==> src/rtl/cpe_ram.sv <==
// Generic single-write, single-read RAM with registered read data.
module cpe_ram #(
    parameter int WIDTH = 64,
    parameter int DEPTH = 64
) (
    input  logic                                  aclk,
    input  logic                                  we,
    input  logic [((DEPTH > 1) ? $clog2(DEPTH) : 1)-1:0] waddr,
    input  logic [WIDTH-1:0]                      wdata,
    input  logic [((DEPTH > 1) ? $clog2(DEPTH) : 1)-1:0] raddr,
    output logic [WIDTH-1:0]                      rdata
);

    logic [WIDTH-1:0] mem_reg [DEPTH];
    logic [WIDTH-1:0] rdata_reg;

    always_ff @(posedge aclk) begin
        if (we) begin
            mem_reg[waddr] <= wdata;
        end
        rdata_reg <= mem_reg[raddr];
    end

    assign rdata = rdata_reg;

endmodule

==> config.mk <==
export PLATFORM = sky130hd
export DESIGN_NAME = cpe_ram
export DESIGN_NICKNAME = d
export VERILOG_FILES = /design/src/rtl/cpe_ram.sv
export SDC_FILE = /design/constraint.sdc
export NUM_CORES = 2
export LEC_CHECK = 0
export ABC_AREA = 0
export BUFFER_PORTS_ARGS = -buffer_cell sky130_fd_sc_hd__buf_2
export CAP_MARGIN = 20
export CORE_UTILIZATION = 57
export CTS_CLUSTER_SIZE = 20
export DETAILED_ROUTE_END_ITERATION = 10
export PLACE_DENSITY = 0.74
export SETUP_SLACK_MARGIN = 0.4
export SLEW_MARGIN = 20
export SYNTH_ARGS = -nofsm -noshare
export SYNTH_HDL_FRONTEND = slang
export SYNTH_SLANG_ARGS = --single-unit
export TNS_END_PERCENT = 50
==> constraint.sdc <==
create_clock -name aclk -period 6.7 [get_ports aclk]
set_input_delay 1.675 -clock aclk [delete_from_list [all_inputs] [get_ports aclk]]
set_output_delay 1.675 -clock aclk [all_outputs]
set_load 0.02 [all_outputs]
==> results.txt <==
- Status: finished clean
- Worst supply voltage drop on vdd: 0.000279 V
- After synthesis, the share of flip-flops with an asynchronous set or reset is 0%.
- Area of the mapped netlist: 0.156 mm2
* Number of global-route vias before repair: 77330
- After filler insertion, the fill cell instance count of the layout stands at 16415.
- Setup repair after global routing left no endpoint under its margin.
* Sequential Area: 0.124 mm2
- Die H: 526 um
- Max-cap violations: 0
- Among all flip-flop cells after synthesis, the most frequent one is sky130_fd_sc_hd__edfxtp_1.
- Post-Route WL: 408000 um
* Routed len/inst: 37.3 um
* Drt via density: 6.99
* Standard cell core area: 0.272 mm2
* Combined global-route utilization of all metal layers: 29.6%
* Total clock buffers created by CTS: 404
- Critical Path RT: 7470 ps
- Timing-limited maximum frequency: 245 MHz
- The initial antenna violation count is 31.
- The synthesized design contains 4160 register bits.
* Die outline area: 0.276 mm2
- STA classifies the critical path endpoint as a flop.
- Final std cells w/o fill: 10943
- In the post-synthesis netlist, the cell with the most instances is sky130_fd_sc_hd__edfxtp_1.
- Worst endpoint data arrival time: 4850 ps
- CTS saw 4160 sinks.
- The post-route netlist has 28.7% of its cells at a drive strength greater than 1.
- For this run, the number of Yosys warnings is 0.
- The number of hold violations in the final report came to 0.
* Number of nets produced by synthesis: 6676
- Sequential cells were found to cover 79.5% of the synthesized design area.
* Biggest fanout along the worst timing path: 80
* Largest cells by area after synthesis: sky130_fd_sc_hd__edfxtp_1 (79%), sky130_fd_sc_hd__mux4_2 (15%), sky130_fd_sc_hd__mux2i_1 (0.86%)
- HPWL reported at the end of detailed placement: 216000 um
* Htree depth: 5
* Starting density of the core: 57.5%
- Cell area power density: 309 mW/mm2
- Total Nets Final: 7097
* Clock network latency to the later pin of the worst-skew pair: 940 ps
* Post CTS Setup Buffer Count: 0
* Inst Count DP: 10178
- Crit Path Class: input pin to flop
- In this run the mean area of a mapped cell was 23.7 um2.
- The worst path needs 4080 ps of the cycle, external delays included.
* Share of the clock period used by the worst path after layout: 60.8%
* Max-slew violation count: 0
- Standby leakage power: 55.3 nW
- The die is 526 um wide.
- First-pass GRT wire length: 575000 um
- Entering global routing, the biggest net connects 128 pins.
- Measured against its own limit, the worst slew margin works out to 20.1%.
- Buffers added on ports: 141
- After clock tree synthesis, the flow added hold-fix buffers numbering 0.
- Final core area utilization: 65.0%
- For the final database, setup skew stands at 79.5 ps.
* Clk slew on worst S/H paths: 70 ps
- The routed layout has 76508 vias.
- Multi-input gate area: 0.0308 mm2
* Design area: 0.177 mm2
* Antenna viol nets, final: 0
- Worst Max-Slew Pin Slew: 1200 ps
* Top-level I/O count: 142
- Worst-case clock buffer depth: 4
* Post-synthesis to final-layout area growth: 13.0%
- STA classifies the critical path startpoint as an input pin.
- Number of synthesized flops with an enable pin: 4096
- TritonCTS clock tree: done
- DRC violations left: 0
* Flip-flop count of the largest register after layout: 4096
* Initial DRC count: 11147
- In this run, post-CTS repair resized a total of 0 instances.
- Summing all placed instances gives a cell area of 0.163 mm2.
- Total global routing overflow: 0
* Mapped Cells: 6598
* Proportion of netlist area held by the largest area contributor: 78.7%
- The tightest min-delay check is of the flop to flop type.
- sky130_fd_sc_hd__edfxtp_1 takes more of the synthesized area than any other cell.
- Router iterations before antenna repair: 6
- Root buffer cell: sky130_fd_sc_hd__clkbuf_16
- Setup violation total in the final timing report: 0
* Synth unique cells: 33
- RD Place Congestion: 0.850
- Commonest cells in the synthesized netlist: sky130_fd_sc_hd__edfxtp_1 (4096), sky130_fd_sc_hd__mux4_2 (1024), sky130_fd_sc_hd__buf_2 (170)
* Row cnt: 191
-- cell type report --
type	instances	area share, %
Antenna cell	22	0.0312
Clock buffer	537	6.25
Clock inverter	201	1.38
Inverter	19	0.0404
Multi-Input combinational cell	2049	17.4
Sequential cell	4160	70.4
Tap cell	3570	2.53
Timing Repair Buffer	385	1.98
-- cells by family (layout without fill, tap and decap cells) --
kind of cell / Yosys count / count (layout) / synth area share [%]
flops: 4160 / 4160 / 79.5
mux: 1159 / 1159 / 15.6
compound gates: 504 / 504 / 2.48
buf+inv: 389 / 1142 / 1.18
simple gates: 386 / 386 / 1.24
other cells: 0 / 22 / 0
-- cells in the final DEF, fill, tap and decap left out, types with 3 or more instances in the layout --
cell type                    count
sky130_fd_sc_hd__buf_8           3
sky130_fd_sc_hd__nor2_4         65
sky130_fd_sc_hd__a22oi_1       168
sky130_fd_sc_hd__and3_1         64
sky130_fd_sc_hd__a41oi_1        26
sky130_fd_sc_hd__inv_6           3
sky130_fd_sc_hd__clkinv_2       69
sky130_fd_sc_hd__dfxtp_1        64
sky130_fd_sc_hd__a211oi_1       63
sky130_fd_sc_hd__a22o_1         88
sky130_fd_sc_hd__nor2_1         47
sky130_fd_sc_hd__nand2b_1        9
sky130_fd_sc_hd__clkbuf_1       97
sky130_fd_sc_hd__clkinv_16       5
sky130_fd_sc_hd__or2_2          28
sky130_fd_sc_hd__nor2b_4         3
sky130_fd_sc_hd__buf_4         187
sky130_fd_sc_hd__clkbuf_16     411
sky130_fd_sc_hd__or3_1          29
sky130_fd_sc_hd__diode_2        22
sky130_fd_sc_hd__clkinv_4        9
sky130_fd_sc_hd__a2bb2oi_1      19
sky130_fd_sc_hd__clkinv_8        3
sky130_fd_sc_hd__clkinvlp_4     14
sky130_fd_sc_hd__inv_16          6
sky130_fd_sc_hd__nand3_1        45
sky130_fd_sc_hd__mux4_2       1024
sky130_fd_sc_hd__nand2_1        56
sky130_fd_sc_hd__mux2i_1       135
sky130_fd_sc_hd__buf_2         124
sky130_fd_sc_hd__o221ai_1       38
sky130_fd_sc_hd__nor2b_1        24
sky130_fd_sc_hd__a31oi_1        18
sky130_fd_sc_hd__o22ai_1        83
sky130_fd_sc_hd__buf_12         70
sky130_fd_sc_hd__inv_1          19
sky130_fd_sc_hd__bufinv_16      46
sky130_fd_sc_hd__edfxtp_1     4096
sky130_fd_sc_hd__clkinv_1       44
sky130_fd_sc_hd__clkbuf_8       29
-- per-layer routing --
metal	share of wire, %	track usage, %	vias to the layer above
li1	-	-	29340
met1	35	40.8	40573
met2	48	47.2	5617
met3	12	6.16	962
met4	4.4	11.5	16
met5	0.024	0	-
-- critical path, stage by stage --
cell                       delay, ps
sky130_fd_sc_hd__buf_8           530
sky130_fd_sc_hd__nor2b_4         980
sky130_fd_sc_hd__buf_4           450
sky130_fd_sc_hd__a22oi_1         160
sky130_fd_sc_hd__and3_1          240
sky130_fd_sc_hd__a211oi_1        510
-- worst paths after layout --
kind                   startpoint         to  slack, ps  cells past startpoint
hold reg to reg   mem_reg[54][10]  rdata[10]        820                      4
setup / recovery         raddr[2]  rdata[47]       2620                      6
hold / removal    mem_reg[54][10]  rdata[10]        820                      4
setup reg to reg  mem_reg[44][58]  rdata[58]       4560                      5
-- power breakdown --
part | switching (W) | internal [W] | leakage [nW]
combinational | 0.00159 | 0.000919 | 11.3
clock | 0.00969 | 0.0134 | 6.58
sequential | 0.000145 | 0.0288 | 37.4
total | 0.0114 | 0.0432 | 55.3
-- through the flow --
step           hold slack [ps]  setup slack (ps)  TNS (ps)  power [W]
6_report                   816              2620         0     0.0546
5_1_grt                    861              2690         0     0.0558
4_1_cts                    833              2750         0     0.0547
3_5_place_dp               819              1870         0     0.0320
3_3_place_gp               822              1810         0     0.0319
2_1_floorplan              788              -405    -25910     0.0308
No activity file was read; power rests on OpenSTA's default activity.
